==> config.mk <==
export PLATFORM = sky130hd
export DESIGN_NAME = modbus_rtu_frame_transceiver_flat
export DESIGN_NICKNAME = d
export VERILOG_FILES = /design/src/rtl/core/mrft_pkg.sv /design/src/rtl/core/mrft_in_if.sv /design/src/rtl/core/mrft_out_if.sv /design/src/rtl/core/mrft_cfg_regs.sv /design/src/rtl/core/mrft_engine.sv /design/src/rtl/core/mrft_out_buf.sv /design/src/rtl/core/modbus_rtu_frame_transceiver.sv /design/src/flat_wrapper.sv
export VERILOG_INCLUDE_DIRS = /design/src /design/src/rtl/core
export SDC_FILE = /design/constraint.sdc
export NUM_CORES = 1
export LEC_CHECK = 0
export BUFFER_PORTS_ARGS = -buffer_cell sky130_fd_sc_hd__buf_4
export CORE_UTILIZATION = 63
export CTS_CLUSTER_DIAMETER = 200
export DETAILED_ROUTE_END_ITERATION = 7
export PLACE_DENSITY = 0.94
export SETUP_SLACK_MARGIN = 0.1
export SYNTH_ARGS = -nofsm -noshare
export SYNTH_HDL_FRONTEND = slang
export SYNTH_SLANG_ARGS = --single-unit
export TNS_END_PERCENT = 50
==> constraint.sdc <==
create_clock -name clk_i -period 10.2 [get_ports clk_i]
set_clock_uncertainty 0.2 [all_clocks]
set_input_delay 2.04 -clock clk_i [delete_from_list [all_inputs] [get_ports clk_i]]
set_output_delay 2.04 -clock clk_i [all_outputs]
set_load 0.02 [all_outputs]
==> src/rtl/core/assert_macros.svh <==
// ----------------------------------------------------------------------------
// Assertion macros
// Concurrent assertion shorthands shared by the RTL modules.
// ----------------------------------------------------------------------------
`ifndef ASSERT_MACROS_SVH
`define ASSERT_MACROS_SVH

// Assertion on an explicit clock and active-low reset.
`define ASSERT_CLK(lbl, clk, rstn, prop, msg) \
  lbl: assert property (@(posedge clk) disable iff (!rstn) (prop)) else $error(msg);

// Assertion on the house clock and reset names.
`define ASSERT_STD(lbl, prop, msg) `ASSERT_CLK(lbl, clk_i, rst_ni, prop, msg)

`endif

==> src/rtl/core/mrft_pkg.sv <==
// ----------------------------------------------------------------------------
// mrft_pkg
// Types, codes and the CRC-16/MODBUS byte update for the RTU transceiver.
// ----------------------------------------------------------------------------
`default_nettype none

package mrft_pkg;

  localparam logic [15:0] CrcInit = 16'hFFFF;
  localparam logic [15:0] CrcPoly = 16'hA001;

  localparam logic [7:0]  MaxFrameReset    = 8'd100;
  localparam logic [7:0]  AnswerCapReset   = 8'd255;
  localparam logic [15:0] IdleTimeoutReset = 16'd20;

  localparam int unsigned PaddrWidth = 4;
  localparam int unsigned MaxResults = 3;

  typedef enum logic [1:0] {
    OP_FRAME = 2'd0,
    OP_RECV  = 2'd1,
    OP_TICK  = 2'd2
  } mrft_op_e;

  typedef enum logic [1:0] {
    KIND_SEND    = 2'd0,
    KIND_STORE   = 2'd1,
    KIND_DONE    = 2'd2,
    KIND_TOOLONG = 2'd3
  } mrft_kind_e;

  typedef enum logic [1:0] {
    REG_MAX_FRAME    = 2'd0,
    REG_ANSWER_CAP   = 2'd1,
    REG_IDLE_TIMEOUT = 2'd2
  } mrft_reg_e;

  typedef enum logic [2:0] {
    PH_IDLE  = 3'b001,
    PH_REPLY = 3'b010,
    PH_DROP  = 3'b100
  } mrft_phase_e;

  typedef struct packed {
    logic [7:0]  max_frame;
    logic [7:0]  answer_cap;
    logic [15:0] idle_timeout;
  } mrft_cfg_t;

  typedef struct packed {
    logic [1:0] kind;
    logic [7:0] byte_value;
    logic [7:0] position;
    logic       run_end;
  } mrft_result_t;

  typedef struct packed {
    logic                               valid;
    logic [1:0]                         cnt;
    mrft_result_t [MaxResults-1:0]      res;
  } mrft_push_t;

  function automatic logic [15:0] crc16_byte(input logic [15:0] crc, input logic [7:0] b);
    logic [15:0] c;
    c = crc ^ {8'h00, b};
    for (int i = 0; i < 8; i++) begin
      if (c[0]) begin
        c = (c >> 1) ^ CrcPoly;
      end else begin
        c = c >> 1;
      end
    end
    return c;
  endfunction

endpackage

`default_nettype wire

==> src/rtl/core/mrft_in_if.sv <==
// ----------------------------------------------------------------------------
// mrft_in_if
// Input channel: frame bytes, received line bytes and timer ticks.
// ----------------------------------------------------------------------------
`default_nettype none

interface mrft_in_if;
  logic       valid;
  logic       ready;
  logic [1:0] opcode;
  logic [7:0] data_byte;
  logic       final_byte;

  modport source (output valid, output opcode, output data_byte, output final_byte,
                  input ready);
  modport sink (input valid, input opcode, input data_byte, input final_byte,
                output ready);
endinterface

`default_nettype wire

==> src/rtl/core/mrft_out_if.sv <==
// ----------------------------------------------------------------------------
// mrft_out_if
// Result channel: line bytes, stored reply bytes and status.
// ----------------------------------------------------------------------------
`default_nettype none

interface mrft_out_if;
  logic       valid;
  logic       ready;
  logic [1:0] kind;
  logic [7:0] byte_value;
  logic [7:0] position;
  logic       run_end;

  modport source (output valid, output kind, output byte_value, output position,
                  output run_end, input ready);
  modport sink (input valid, input kind, input byte_value, input position,
                input run_end, output ready);
endinterface

`default_nettype wire

==> src/rtl/core/mrft_cfg_regs.sv <==
// ----------------------------------------------------------------------------
// mrft_cfg_regs
// APB-style configuration registers: frame limit, answer capacity, timeout.
// ----------------------------------------------------------------------------
`default_nettype none

module mrft_cfg_regs (
  input  wire logic                             clk_i,
  input  wire logic                             rst_ni,
  input  wire logic                             psel,
  input  wire logic                             penable,
  input  wire logic                             pwrite,
  input  wire logic [mrft_pkg::PaddrWidth-1:0]  paddr,
  input  wire logic [31:0]                      pwdata,
  output logic      [31:0]                      prdata,
  output logic                                  pready,
  output mrft_pkg::mrft_cfg_t                   cfg_o
);
  import mrft_pkg::*;

  mrft_cfg_t cfg_q;
  logic      wr_en;
  logic [1:0] reg_idx;

  assign pready  = 1'b1;
  assign wr_en   = psel && penable && pwrite;
  assign reg_idx = paddr[3:2];

  always_ff @(posedge clk_i or negedge rst_ni) begin
    if (!rst_ni) begin
      cfg_q.max_frame    <= MaxFrameReset;
      cfg_q.answer_cap   <= AnswerCapReset;
      cfg_q.idle_timeout <= IdleTimeoutReset;
    end else if (wr_en) begin
      unique case (reg_idx)
        REG_MAX_FRAME:    cfg_q.max_frame    <= pwdata[7:0];
        REG_ANSWER_CAP:   cfg_q.answer_cap   <= pwdata[7:0];
        REG_IDLE_TIMEOUT: cfg_q.idle_timeout <= pwdata[15:0];
        default: ;
      endcase
    end
  end

  always_comb begin
    unique case (reg_idx)
      REG_MAX_FRAME:    prdata = {24'h0, cfg_q.max_frame};
      REG_ANSWER_CAP:   prdata = {24'h0, cfg_q.answer_cap};
      REG_IDLE_TIMEOUT: prdata = {16'h0, cfg_q.idle_timeout};
      default:          prdata = 32'h0;
    endcase
  end

  assign cfg_o = cfg_q;

endmodule

`default_nettype wire

==> src/rtl/core/mrft_engine.sv <==
// ----------------------------------------------------------------------------
// mrft_engine
// Input register, framing state and CRC; builds the results of one item.
// ----------------------------------------------------------------------------
`default_nettype none
`include "assert_macros.svh"

module mrft_engine (
  input  wire logic                 clk_i,
  input  wire logic                 rst_ni,
  input  mrft_pkg::mrft_cfg_t       cfg_i,
  mrft_in_if.sink                   in_i,
  output mrft_pkg::mrft_push_t      push_o,
  input  wire logic                 push_ready_i
);
  import mrft_pkg::*;

  logic        vld_q;
  logic [1:0]  op_q;
  logic [7:0]  data_q;
  logic        fin_q;

  mrft_phase_e phase_q, phase_d;
  logic [15:0] crc_q, crc_d;
  logic [7:0]  fc_q, fc_d;
  logic [7:0]  rl_q, rl_d;
  logic [15:0] ic_q, ic_d;

  logic [15:0] crc_new;
  logic [15:0] ic_inc;
  logic [1:0]  n;
  mrft_result_t [MaxResults-1:0] res;
  logic        fire;

  assign crc_new = crc16_byte(crc_q, data_q);
  assign ic_inc  = (ic_q == 16'hFFFF) ? ic_q : ic_q + 16'd1;

  always_comb begin
    phase_d = phase_q;
    crc_d   = crc_q;
    fc_d    = fc_q;
    rl_d    = rl_q;
    ic_d    = ic_q;
    n       = 2'd0;
    res     = '0;
    unique case (op_q)
      OP_FRAME: begin
        if (phase_q == PH_IDLE) begin
          if (fc_q >= cfg_i.max_frame) begin
            res[0].kind    = KIND_TOOLONG;
            res[0].run_end = 1'b1;
            n = 2'd1;
            if (fin_q) begin
              crc_d = CrcInit;
              fc_d  = 8'd0;
            end else begin
              phase_d = PH_DROP;
            end
          end else begin
            fc_d  = fc_q + 8'd1;
            crc_d = crc_new;
            res[0].kind       = KIND_SEND;
            res[0].byte_value = data_q;
            if (fin_q) begin
              res[1].kind       = KIND_SEND;
              res[1].byte_value = crc_new[7:0];
              res[2].kind       = KIND_SEND;
              res[2].byte_value = crc_new[15:8];
              res[2].run_end    = 1'b1;
              n       = 2'd3;
              phase_d = PH_REPLY;
              rl_d    = 8'd0;
              ic_d    = 16'd0;
            end else begin
              res[0].run_end = 1'b1;
              n = 2'd1;
            end
          end
        end else if (phase_q == PH_DROP && fin_q) begin
          // drop ends with the final byte: back to idle with a fresh CRC
          phase_d = PH_IDLE;
          crc_d   = CrcInit;
          fc_d    = 8'd0;
        end
      end
      OP_RECV: begin
        if (phase_q == PH_REPLY) begin
          ic_d = 16'd0;
          if (rl_q < cfg_i.answer_cap) begin
            res[0].kind       = KIND_STORE;
            res[0].byte_value = data_q;
            res[0].position   = rl_q;
            res[0].run_end    = 1'b1;
            n    = 2'd1;
            rl_d = rl_q + 8'd1;
          end
        end
      end
      OP_TICK: begin
        if (phase_q == PH_REPLY) begin
          ic_d = ic_inc;
          if (ic_inc >= cfg_i.idle_timeout) begin
            res[0].kind     = KIND_DONE;
            res[0].position = rl_q;
            res[0].run_end  = 1'b1;
            n       = 2'd1;
            phase_d = PH_IDLE;
            crc_d   = CrcInit;
            fc_d    = 8'd0;
            rl_d    = 8'd0;
            ic_d    = 16'd0;
          end
        end
      end
      default: ;
    endcase
  end

  // items without results never wait for the result buffer
  assign fire       = vld_q && ((n == 2'd0) || push_ready_i);
  assign in_i.ready = !vld_q || fire;

  assign push_o.valid = vld_q && (n != 2'd0);
  assign push_o.cnt   = n;
  assign push_o.res   = res;

  always_ff @(posedge clk_i or negedge rst_ni) begin
    if (!rst_ni) begin
      vld_q <= 1'b0;
    end else if (in_i.ready) begin
      vld_q <= in_i.valid;
    end
  end

  always_ff @(posedge clk_i) begin
    if (in_i.ready && in_i.valid) begin
      op_q   <= in_i.opcode;
      data_q <= in_i.data_byte;
      fin_q  <= in_i.final_byte;
    end
  end

  always_ff @(posedge clk_i or negedge rst_ni) begin
    if (!rst_ni) begin
      phase_q <= PH_IDLE;
      crc_q   <= CrcInit;
      fc_q    <= 8'd0;
      rl_q    <= 8'd0;
      ic_q    <= 16'd0;
    end else if (fire) begin
      phase_q <= phase_d;
      crc_q   <= crc_d;
      fc_q    <= fc_d;
      rl_q    <= rl_d;
      ic_q    <= ic_d;
    end
  end

  `ASSERT_STD(a_idle_clean, (phase_q == PH_IDLE) |-> (rl_q == 8'd0 && ic_q == 16'd0),
              "reply state left over while idle")
  `ASSERT_STD(a_three_only_final, (vld_q && n == 2'd3) |-> (op_q == OP_FRAME && fin_q),
              "three results from an item that is not a final frame byte")

endmodule

`default_nettype wire

==> src/rtl/core/mrft_out_buf.sv <==
// ----------------------------------------------------------------------------
// mrft_out_buf
// Result buffer: holds up to three results of one item and drains them.
// ----------------------------------------------------------------------------
`default_nettype none
`include "assert_macros.svh"

module mrft_out_buf (
  input  wire logic             clk_i,
  input  wire logic             rst_ni,
  input  mrft_pkg::mrft_push_t  push_i,
  output logic                  push_ready_o,
  mrft_out_if.source            out_o
);
  import mrft_pkg::*;

  mrft_result_t [MaxResults-1:0] res_q;
  logic [1:0]   cnt_q;
  logic [1:0]   idx_q;
  mrft_result_t head;
  logic         pop;

  always_comb begin
    unique case (idx_q)
      2'd1:    head = res_q[1];
      2'd2:    head = res_q[2];
      default: head = res_q[0];
    endcase
  end

  assign out_o.valid      = (cnt_q != 2'd0);
  assign out_o.kind       = head.kind;
  assign out_o.byte_value = head.byte_value;
  assign out_o.position   = head.position;
  assign out_o.run_end    = head.run_end;

  assign pop          = out_o.valid && out_o.ready;
  // refill in the cycle the last result leaves
  assign push_ready_o = (cnt_q == 2'd0) || (cnt_q == 2'd1 && pop);

  always_ff @(posedge clk_i or negedge rst_ni) begin
    if (!rst_ni) begin
      cnt_q <= 2'd0;
      idx_q <= 2'd0;
    end else if (push_i.valid && push_ready_o) begin
      cnt_q <= push_i.cnt;
      idx_q <= 2'd0;
    end else if (pop) begin
      cnt_q <= cnt_q - 2'd1;
      idx_q <= idx_q + 2'd1;
    end
  end

  always_ff @(posedge clk_i) begin
    if (push_i.valid && push_ready_o) begin
      res_q <= push_i.res;
    end
  end

  `ASSERT_STD(a_idx_in_range, ({1'b0, idx_q} + {1'b0, cnt_q}) <= 3'd3,
              "result index runs past the buffer")
  `ASSERT_STD(a_run_end_last, out_o.valid |-> (out_o.run_end == (cnt_q == 2'd1)),
              "run end not on the last result of an item")

endmodule

`default_nettype wire

==> src/rtl/core/modbus_rtu_frame_transceiver.sv <==
// ----------------------------------------------------------------------------
// modbus_rtu_frame_transceiver
// Modbus RTU request framer with CRC-16/MODBUS and reply collector.
// in_i carries frame bytes to send, bytes received from the line and timer
// ticks; out_o delivers line bytes, stored reply bytes, the reply length on
// timeout and a frame-too-long flag, run_end marking an item's last result.
// The APB port sets frame limit, answer capacity and idle timeout.
// An accepted item is held in the input register and evaluated there in a
// single pass; its results are registered in the result buffer and drain.
// The engine takes one item per cycle while the result buffer takes its
// results; an item with k results holds the result buffer for k output
// transactions, so a final frame byte (data plus two CRC bytes) holds it
// for three and every other item for at most one; items without results
// pass whatever the output does. When the receiver stalls, results hold and
// the input register fills, then in_i.ready drops. Reset empties both
// registers, returns to idle with the CRC at 0xFFFF and restores the register defaults.
// ----------------------------------------------------------------------------
`default_nettype none

module modbus_rtu_frame_transceiver (
  input  wire logic                             clk_i,
  input  wire logic                             rst_ni,
  input  wire logic                             psel,
  input  wire logic                             penable,
  input  wire logic                             pwrite,
  input  wire logic [mrft_pkg::PaddrWidth-1:0]  paddr,
  input  wire logic [31:0]                      pwdata,
  output logic      [31:0]                      prdata,
  output logic                                  pready,
  mrft_in_if.sink                               in_i,
  mrft_out_if.source                            out_o
);
  import mrft_pkg::*;

  mrft_cfg_t  cfg;
  mrft_push_t push;
  logic       push_ready;

  mrft_cfg_regs u_cfg (
    .clk_i   (clk_i),
    .rst_ni  (rst_ni),
    .psel    (psel),
    .penable (penable),
    .pwrite  (pwrite),
    .paddr   (paddr),
    .pwdata  (pwdata),
    .prdata  (prdata),
    .pready  (pready),
    .cfg_o   (cfg)
  );

  mrft_engine u_engine (
    .clk_i        (clk_i),
    .rst_ni       (rst_ni),
    .cfg_i        (cfg),
    .in_i         (in_i),
    .push_o       (push),
    .push_ready_i (push_ready)
  );

  mrft_out_buf u_out_buf (
    .clk_i        (clk_i),
    .rst_ni       (rst_ni),
    .push_i       (push),
    .push_ready_o (push_ready),
    .out_o        (out_o)
  );

endmodule

`default_nettype wire
==> src/flat_wrapper.sv <==
// flat-port wrapper written by rule: the top's interface ports become plain ports
module modbus_rtu_frame_transceiver_flat import mrft_pkg::*;
  (clk_i, rst_ni, psel, penable, pwrite, paddr, pwdata, prdata, pready, in_i_valid, in_i_opcode, in_i_data_byte, in_i_final_byte, in_i_ready, out_o_valid, out_o_kind, out_o_byte_value, out_o_position, out_o_run_end, out_o_ready);
  mrft_in_if in_i_i ();
  mrft_out_if out_o_i ();
  input  wire logic clk_i;
  input  wire logic rst_ni;
  input  wire logic psel;
  input  wire logic penable;
  input  wire logic pwrite;
  input  wire logic [mrft_pkg::PaddrWidth-1:0] paddr;
  input  wire logic [31:0] pwdata;
  output logic      [31:0] prdata;
  output logic pready;
  input wire logic [$bits(in_i_i.valid)-1:0] in_i_valid;
  input wire logic [$bits(in_i_i.opcode)-1:0] in_i_opcode;
  input wire logic [$bits(in_i_i.data_byte)-1:0] in_i_data_byte;
  input wire logic [$bits(in_i_i.final_byte)-1:0] in_i_final_byte;
  output wire logic [$bits(in_i_i.ready)-1:0] in_i_ready;
  output wire logic [$bits(out_o_i.valid)-1:0] out_o_valid;
  output wire logic [$bits(out_o_i.kind)-1:0] out_o_kind;
  output wire logic [$bits(out_o_i.byte_value)-1:0] out_o_byte_value;
  output wire logic [$bits(out_o_i.position)-1:0] out_o_position;
  output wire logic [$bits(out_o_i.run_end)-1:0] out_o_run_end;
  input wire logic [$bits(out_o_i.ready)-1:0] out_o_ready;
  assign in_i_i.valid = in_i_valid;
  assign in_i_i.opcode = in_i_opcode;
  assign in_i_i.data_byte = in_i_data_byte;
  assign in_i_i.final_byte = in_i_final_byte;
  assign in_i_ready = in_i_i.ready;
  assign out_o_valid = out_o_i.valid;
  assign out_o_kind = out_o_i.kind;
  assign out_o_byte_value = out_o_i.byte_value;
  assign out_o_position = out_o_i.position;
  assign out_o_run_end = out_o_i.run_end;
  assign out_o_i.ready = out_o_ready;
  modbus_rtu_frame_transceiver u_core (.clk_i(clk_i), .rst_ni(rst_ni), .psel(psel), .penable(penable), .pwrite(pwrite), .paddr(paddr), .pwdata(pwdata), .prdata(prdata), .pready(pready), .in_i(in_i_i), .out_o(out_o_i));
endmodule
==> results_dict.tcl <==
set metrics [dict create \
    antenna_found_initial 0 \
    hold_path.startpoint "u_core.u_engine.crc_q[2]" \
    worst_path_max_delay_cell "nor3_1" \
    cts.path.max_buffers 2 \
    timing.setup.tns_ns 0 \
    status "complete, no violations" \
    area.growth.synth_to_final_pct 15.3 \
    r2r-end "u_core.u_engine.data_q[5]" \
    yosys-top-cells-area "dfrtp_1, edfxtp_1, dfstp_2, ha_1, o21ai_0" \
    insertedDiodeCount 0 \
    core_sq_mm 0.0121 \
    drt-vias-per-instance 5.96 \
    clock.fmax_ghz 0.144 \
    postSynth.asyncResetShare 0.652 \
    post-route-worst-setup-slack_ns 3.27 \
    hold_viol_final 0 \
    clkTransAtPathRegs_ns 0.06 \
    relSlewSlack 0.320 \
    library_cell_used_as_clock_root_buffer "clkbuf_16" \
    min_period_ns 6.93 \
    cts_made_buffers 17 \
    critical_path.max_stage_delay_ns 0.67 \
    dp_cells 998 \
    finalWeightedCongestion 0.907 \
    cp_data_required_time_ns 7.96 \
    maxSlewViolCount 0 \
    grt-ovfl-total 0 \
    criticalPathCategory "register to output port" \
    endpoint_kind "output port" \
    crit_family "simple AND/OR/NAND/NOR gates" \
    hold_path_class "register to register" \
    synth_largest_area_cell "dfrtp_1" \
    first_iter_violations 605 \
    synth_top_cell_area_share 0.185 \
    cts.sink_count 135 \
    synth_sequential_area_ratio 0.465 \
    floorplan.die.height_um 114 \
    synth_warnings 0 \
    path_buf_inv 1 \
    initial_core_util 0.651 \
    grt_start_max_net_pins 60 \
    hpwl_um 12100 \
    vias 6134 \
    placement.setup.worst_slack_ns 3.74 \
    setup_violations_final 0 \
    ff2ff_path_depth 14 \
    post-layout-total-power_mw 2.34 \
    count_of_placed_standard_cells_in_the_final_layout_fillers_left_out 1030 \
    drv.max_cap_violation_count 0 \
    timing.final.crit_share 0.679 \
    reg2reg_setup_slack_ns 4.99 \
    syn_avg_cell_area_sq_um 10.0 \
    crit-reg2reg-launch "u_core.u_engine.ic_q[6]" \
    vdd_drop_max_v 0.000128 \
    cts_tree "built" \
    timing.critical_path.from_type "register" \
    timing_worst_slew_pin_value_ns 1.01 \
    synth_edf_count 47 \
    cts.hold.buffers_added 0 \
    yosys_register_bits 135 \
    synthesis.area_sq_mm 0.00785 \
    p_per_area_mw_per_mm2 258 \
    hold_depth 2 \
    cts_htree_levels 4 \
    design.final.nets 945 \
    drc 0 \
    grt_first_pass_wirelength_um 29500 \
    critical_path_depth 14 \
    grt_setup_unrepaired "no" \
    drt_first_pass_iters 5 \
    power.leakage_nw 4.05 \
    cp_max_fo 15 \
    final_antenna_net_count 0 \
    via_count_of_the_first_global_routing_pass 6056 \
    fill_cells 731 \
    worst-endpoint-arrival_ns 4.69 \
    share_of_layout_cells_above_drive_strength_1 0.215 \
    synth_cell_types 76 \
    worstPathCellList "and4_1 > nand4_1 > nor3_1 > nor2_1 > nand3_1 > xnor2_1 > ha_1 > and2_0 > a221o_1 > a21oi_2 > o211a_1 > o21ai_4 > nand3_1 > buf_4" \
    die-area_sq_mm 0.0129 \
    dominantRegCellSynth "dfrtp_1" \
    avgRoutedWirePerCell_um 17.3 \
    route.final.wire_length_um 17800 \
    post_cts_buffers 0 \
    std_cell_rows 40 \
    syn_inst 781 \
    buffer_ports.inserted 72 \
    grtUsageTotal 0.297 \
    crit_path_frequent_cell "nand3_1" \
    ioPinCount 108 \
    clk_latency_worst_skew_pair_ns 0.43 \
    floorplan.die.width_um 114 \
    cts_repair_resize_count 0 \
    worst_hold_path.endpoint "u_core.u_engine.crc_q[2]" \
]
## worst max-delay path by stage
stage / startpoint / endpoint / slack, ns
after floorplan: u_core.u_engine.ic_q[6] / in_i_ready / 4.74
final: u_core.u_engine.ic_q[6] / in_i_ready / 3.27
after global placement: u_core.u_engine.ic_q[6] / in_i_ready / 3.80
after CTS: u_core.u_engine.ic_q[6] / in_i_ready / 3.30
after detailed placement: u_core.u_engine.ic_q[6] / in_i_ready / 3.74
after global routing: u_core.u_engine.ic_q[6] / in_i_ready / 2.94
## through the flow
stage           util  hold WS [ns]  instance area (sq um)
2_1_floorplan      -         0.250                   7900
3_3_place_gp   0.701         0.262                   8450
3_5_place_dp   0.701         0.272                   8450
4_1_cts        0.750         0.278                   9050
5_1_grt        0.750         0.302                   9050
6_report       0.750         0.279                   9050
## layout make-up
cell class,count,area (sq um),area share
tap,168,210,0.0232
clock buffer,19,443,0.0489
inverter,51,191,0.0212
timing repair buffer,79,593,0.0655
multi-input combinational,565,3810,0.421
clock inverter,13,155,0.0171
sequential,135,3650,0.403
## cell families after synthesis
group,count (synthesis),synth area share
flops,135,0.465
other cells,2,0.000957
xor+xnor,34,0.0426
mux,30,0.0416
compound gates,176,0.154
buf+inv,96,0.0574
fa+ha+maj,42,0.0670
simple gates,266,0.171
## synthesized netlist by cell type, drive strengths merged, types with 18 or more instances
cell type	number
nand2	79
o21ai	77
dfrtp	58
inv	51
edfxtp	47
and2	46
nor2	46
ha	42
nand3	41
a21oi	32
dfstp	30
buf	27
xnor2	23
clkbuf	18
## flip-flops by register name (all words and copies together) (netlist names)
name	count
u_core.u_cfg.cfg_o	32
u_core.u_engine.crc_q	16
u_core.u_engine.data_q	8
u_core.u_engine.fc_q	8
u_core.u_engine.fin_q	1
u_core.u_engine.ic_q	16
u_core.u_engine.op_q	2
u_core.u_engine.phase_q	3
u_core.u_engine.rl_q	8
u_core.u_engine.vld_q	1
u_core.u_out_buf.cnt_q	2
u_core.u_out_buf.idx_q	2
u_core.u_out_buf.res_q	36
## worst register-to-register path: cells and delay by family, from the launching register on
| family | cells | cell delay (ns) |
|---|---|---|
| AO/OA/AOI/OAI | 4 | 1.36 |
| XOR/XNOR | 1 | 0.17 |
| adder cells (fa/ha/maj) | 1 | 0.28 |
| flip-flops | 1 | 0.45 |
| AND/OR/NAND/NOR | 8 | 2.40 |
## where the power goes
group	internal (mW)	total (mW)	switching [mW]
logic	0.376	0.905	0.529
clock network	0.388	0.618	0.230
registers	0.709	0.811	0.103
total	1.47	2.34	0.862
## metal layers
metal  GRT usage  vias up  wire, um
met5           0        -         0
met4       0.143        0       467
met3      0.0675       43      1110
met2       0.500      271      9050
met1       0.363     2965      7180
li1            -     2855         -
## cell usage in the layout (no fill, tap or decap), types with 6 or more instances in the layout
cell type,instances
a21o_1,14
a21oi_1,30
a22oi_1,11
and2_1,41
and3_1,9
buf_4,79
clkbuf_16,17
conb_1,17
dfrtp_1,58
dfstp_2,30
edfxtp_1,47
ha_1,42
inv_1,51
mux2_2,13
mux2i_1,15
nand2_1,79
nand2b_1,9
nand3_1,40
nand4_1,6
nor2_1,45
nor2b_1,8
nor3_1,10
o21ai_0,61
o21ai_1,14
xnor2_1,22
xor2_1,9
No activity file was read; power rests on OpenSTA's default activity.
